<file path="src/hdl/tlc_pkg.sv">
// Shared constants and register index codes for the thin-lens camera ray generator.
package tlc_pkg;

   // Default geometry of the position format.
   localparam int COORD_WIDTH_DEF = 20;
   localparam int FRAC_BITS_DEF   = 12;

   // Fixed widths of the input and result fields.
   localparam int APER_WIDTH = 19;
   localparam int ST_WIDTH   = 17;
   localparam int ST_SHIFT   = 16;
   localparam int RAND_WIDTH = 16;
   localparam int DIR_WIDTH  = 20;
   localparam int DIR_FRAC   = 18;

   // Lens offset scaling: rand * aperture, rounded back by the Q1.15 weight.
   localparam int LENS_SHIFT = 15;
   localparam int PROD_WIDTH = RAND_WIDTH + APER_WIDTH + 1;
   localparam int RD_WIDTH   = PROD_WIDTH - LENS_SHIFT;

   // Normalisation: the largest magnitude is brought to [2^29, 2^30).
   localparam int NORM_MSB    = 29;
   localparam int NORM_WIDTH  = 30;
   localparam int SUM_WIDTH   = 2 * NORM_WIDTH + 2;
   localparam int SQRT_WIDTH  = SUM_WIDTH + 1;
   localparam int SQRT_STEPS  = 31;
   localparam int LEN_WIDTH   = 31;
   localparam int QUO_WIDTH   = DIR_FRAC + 1;
   localparam int DIV_STEPS   = QUO_WIDTH;
   localparam int NUM_WIDTH   = NORM_WIDTH + DIR_FRAC + 1;

   // Decoupling queue between the front and back halves.
   localparam int QUEUE_DEPTH = 4;

   // Configuration port.
   localparam int CSR_INDEX_WIDTH = 3;

   typedef enum logic [CSR_INDEX_WIDTH-1:0] {
      REG_EYE_POINT         = 3'd0,
      REG_BASIS_U           = 3'd1,
      REG_BASIS_V           = 3'd2,
      REG_LOWER_LEFT_CORNER = 3'd3,
      REG_HORIZONTAL_SPAN   = 3'd4,
      REG_VERTICAL_SPAN     = 3'd5,
      REG_HALF_APERTURE     = 3'd6
   } csr_index_type;

endpackage

</file>
<file path="src/hdl/tlc_queue.sv">
// Short item queue that decouples the front half from the back half.
module tlc_queue #(
   parameter int DATA_WIDTH = 8,
   parameter int DEPTH      = tlc_pkg::QUEUE_DEPTH
) (
   input  logic                  clock,
   input  logic                  reset,
   input  logic                  in_valid,
   output logic                  in_ready,
   input  logic [DATA_WIDTH-1:0] in_data,
   output logic                  out_valid,
   input  logic                  out_ready,
   output logic [DATA_WIDTH-1:0] out_data
);
   import tlc_pkg::*;

   localparam int AW = $clog2(DEPTH);
   localparam int CW = $clog2(DEPTH + 1);

   logic [DATA_WIDTH-1:0] mem_ff [DEPTH];
   logic [AW-1:0]         wr_ptr_ff, rd_ptr_ff, wr_ptr_in, rd_ptr_in;
   logic [CW-1:0]         count_ff, count_in;
   logic                  push, pop;

   assign in_ready  = count_ff != CW'(DEPTH);
   assign out_valid = count_ff != '0;
   assign out_data  = mem_ff[rd_ptr_ff];
   assign push      = in_valid && in_ready;
   assign pop       = out_valid && out_ready;

   // Pointer and fill count bookkeeping.
   always_comb begin
      wr_ptr_in = wr_ptr_ff;
      rd_ptr_in = rd_ptr_ff;
      count_in  = count_ff;
      if (push) begin
         wr_ptr_in = (wr_ptr_ff == AW'(DEPTH - 1)) ? '0 : wr_ptr_ff + AW'(1);
      end
      if (pop) begin
         rd_ptr_in = (rd_ptr_ff == AW'(DEPTH - 1)) ? '0 : rd_ptr_ff + AW'(1);
      end
      if (push && !pop) begin
         count_in = count_ff + CW'(1);
      end else if (pop && !push) begin
         count_in = count_ff - CW'(1);
      end
   end

   always_ff @(posedge clock) begin
      if (reset) begin
         wr_ptr_ff <= '0;
         rd_ptr_ff <= '0;
         count_ff  <= '0;
      end else begin
         wr_ptr_ff <= wr_ptr_in;
         rd_ptr_ff <= rd_ptr_in;
         count_ff  <= count_in;
      end
   end

   // Item storage.
   always_ff @(posedge clock) begin
      if (push) begin
         mem_ff[wr_ptr_ff] <= in_data;
      end
   end

endmodule

</file>
<file path="config.mk">
export PLATFORM = sky130hd
export DESIGN_NAME = tlc_queue
export DESIGN_NICKNAME = d
export VERILOG_FILES = /design/src/hdl/tlc_pkg.sv /design/src/hdl/tlc_queue.sv
export SDC_FILE = /design/constraint.sdc
export NUM_CORES = 1
export LEC_CHECK = 0
export BUFFER_PORTS_ARGS = -buffer_cell sky130_fd_sc_hd__buf_2
export CORE_MARGIN = 2
export CORE_UTILIZATION = 55
export DETAILED_ROUTE_END_ITERATION = 6
export PLACE_DENSITY = 0.84
export SETUP_SLACK_MARGIN = 0.1
export SYNTH_ARGS = -nofsm -noshare
export SYNTH_HDL_FRONTEND = slang
export SYNTH_SLANG_ARGS = --single-unit
</file>
<file path="constraint.sdc">
create_clock -name clock -period 2.8 [get_ports clock]
set_clock_uncertainty 0.15 [all_clocks]
set_input_delay 0.14 -clock clock [delete_from_list [all_inputs] [get_ports clock]]
set_output_delay 0.14 -clock clock [all_outputs]
set_load 0.1 [all_outputs]
</file>
==> results.toml <==
[drt]
wire_per_inst_um = 16.9
firstDrtPassIters = 4
drc = 0
ant_nets = 0
wl_um = 2650
drt_iter0_drc = 33
vias_per_cell = 5.73
vias = 899

[die]
dieArea_um2 = 3420
num_rows = 19
start_util_pct = 58.7
boundaryPins = 22
die_w_um = 58.5
die_y_um = 58.5
coreArea_um2 = 2780

[timing]
relSlewSlack_pct = 64.0
hold_viol_final = 0
rsz0062_at_grt = "false"
setup_violations = 0
fmax_mhz = 407
finalCriticalPeriod_ns = 2.46
worst_pin_slew_ns = 0.539
slew_viol_final = 0
holdWs_ns = 0.159
post-route-period-util_pct = 87.7
fin_setup_tns_ns = 0

[critical_path]
endpoint_kind = "flop"
path_max_fanout = 7
setup.worst_path.start = "count_ff[0]"
required_ns = 2.93
worst-r2r-cell-count = 8
cp.arrival_ns = 2.58
rr_startpoint = "count_ff[0]"
critPathCapture = "count_ff[2]"
path_class = "flop to flop"
rrSetupSlack_ns = 0.34
startpoint_type = "flop"
timing.rr.end = "count_ff[2]"

[yosys]
synth.area.mux_share_pct = 12.9
ys_types = 26
synth_warnings = 0
synth_fa_ha_area_share_pct = 5.82
synth_ff_type = "edfxtp_1"
netlist_area_um2 = 1630
synth_seq_area_share_pct = 69.8
synth_edf_count = 32
synth-compound-area-share_pct = 2.14
synth_top_family_by_area = "multiplexers"
synth-simple-area-share_pct = 6.51
ys_ff_latch = 41
postSynthAreaPerCell_um2 = 18.2
postSynth.asyncResetShare_pct = 0
synth_xor_area_share_pct = 1.07
synth_nets = 109
syn_inst = 90

[job]
cap_violations = 0

[clock_network]
cts_sinks = 41
cts-htree-levels = 2
cts_tree = "done"
clock_latency_ns = 0.34
root_buffer = "clkbuf_4"
clkTransAtPathRegs_ns = 0.11
post_cts_resized = 0
clockBufferDepth = 2
cts-buffers-inserted = 5

[power_and_ir_drop]
intPower_mw = 1.08
sw_frac_of_total_pct = 45.6
p_leak_nw = 0.721
comb_power_share_pct = 44.2
peakVddDrop_mv = 1.01
power_frac_seq_pct = 41.7
p_sw_uw = 903
powerDensity_nw_per_um2 = 1030
power_frac_clock_pct = 14.1

[global_routing]
grt_antenna_before_repair = 0
overflow = 0
grt_pass1_wl_um = 4330
grt_max_degree = 14
grt_pass1_vias = 956
grt_usage_pct = 17.9

[place]
post-dp-hpwl_um = 1780
dpl_cell_area_um2 = 1770
place.gp.congestion = 0.786
port_buffers = 21

[layout]
regArea_um2 = 1140
multi_input_area_um2 = 464
fillCellCount = 195
fin_area_um2 = 1920
nets = 144
antenna-diode-count = 0
final_common_cell = "edfxtp_1"
layout_common_cells = "edfxtp_1, buf_2, dlygate4sd3_1, dfxtp_1, mux4_2"
area_growth_pct = 17.7
drive_gt1_share_pct = 36.5

[hold_path]
whs_path_depth = 5
hp-class = "primary input to flop"

[status]
status = "finished, final reports clean"
## repair_timing
action	in CTS	in global routing
setup buffers	0	0
hold buffers	10	0
endpoints found under the hold margin	40	0
## layout make-up
cell class | count | area share, %
Sequential cell | 41 | 59.3
Clock inverter | 3 | 0.911
Multi-Input combinational cell | 42 | 24.1
Clock buffer | 5 | 1.95
Inverter | 3 | 0.586
Timing Repair Buffer | 32 | 11.1
Tap cell | 31 | 2.02
## Yosys cell counts, types with 2 or more instances
master,instances,area (µm²)
a21oi_1,2,10.0
or3_2,2,15.0
mux4_2,8,180
xor2_1,2,17.5
edfxtp_1,32,961
and3_2,4,30.0
nand2b_1,2,12.5
dfxtp_1,9,180
mux2i_1,3,30.0
ha_1,6,75.1
nor2_1,3,11.3
inv_1,3,11.3
## power groups by stage
stage	registers (mW)	logic, mW	clock network [mW]
final	0.826	0.876	0.280
after detailed placement	0.841	0.868	0
after CTS	0.826	0.883	0.289
after global routing	0.839	0.926	0.311
after global placement	0.830	0.848	0
after floorplan	0.796	0.772	0
## cells by family after synthesis
| group | after synthesis |
|---|---|
| compound gates | 5 |
| flops | 41 |
| xor+xnor | 2 |
| buf+inv | 7 |
| fa+ha+maj | 7 |
| simple gates | 17 |
| mux | 11 |
## state kept, by name, summed over array words and instances, names as in the netlist, named ones only
name / flops
count_ff: 3
mem_ff: 32
rd_ptr_ff: 2
wr_ptr_ff: 2
## critical path: stages (launching register included)
cell	delay [ns]
dfxtp_1	0.45
or3b_1	0.27
and2_4	0.20
ha_1	0.18
inv_1	0.07
fa_1	0.37
xor2_1	0.16
or3_2	0.40
a21oi_1	0.15
## per-layer routing
layer	wire length, µm	GRT usage [%]
met5	0	0
met2	1410	30.7
met4	65	9.97
met3	109	3.96
met1	1060	20.8
## how the worst min path moves through the flow
| stage | slack (ns) | endpoint | startpoint |
|---|---|---|---|
| after floorplan | 0.09 | mem_ff[0][0] | in_data[0] |
| after global placement | 0.20 | mem_ff[0][0] | in_data[0] |
| after detailed placement | 0.21 | mem_ff[0][7] | in_data[7] |
| after CTS | 0.13 | flop | out_ready |
| after global routing | 0.17 | flop | out_ready |
| final | 0.16 | rd_ptr_ff[0] | out_ready |
## per-stage QoR
stage               worst slack, ns  utilization [%]  power (mW)  cells
detailed placement            0.357             63.6        1.71    139
CTS                           0.333             69.1        2.00    157
global route                  0.193             69.1        2.08    157
floorplan                     0.249                -        1.57     90
global placement              0.498             63.6        1.68    139
finish                        0.344             69.1        1.98    157
(Power assumes the default switching activity.)
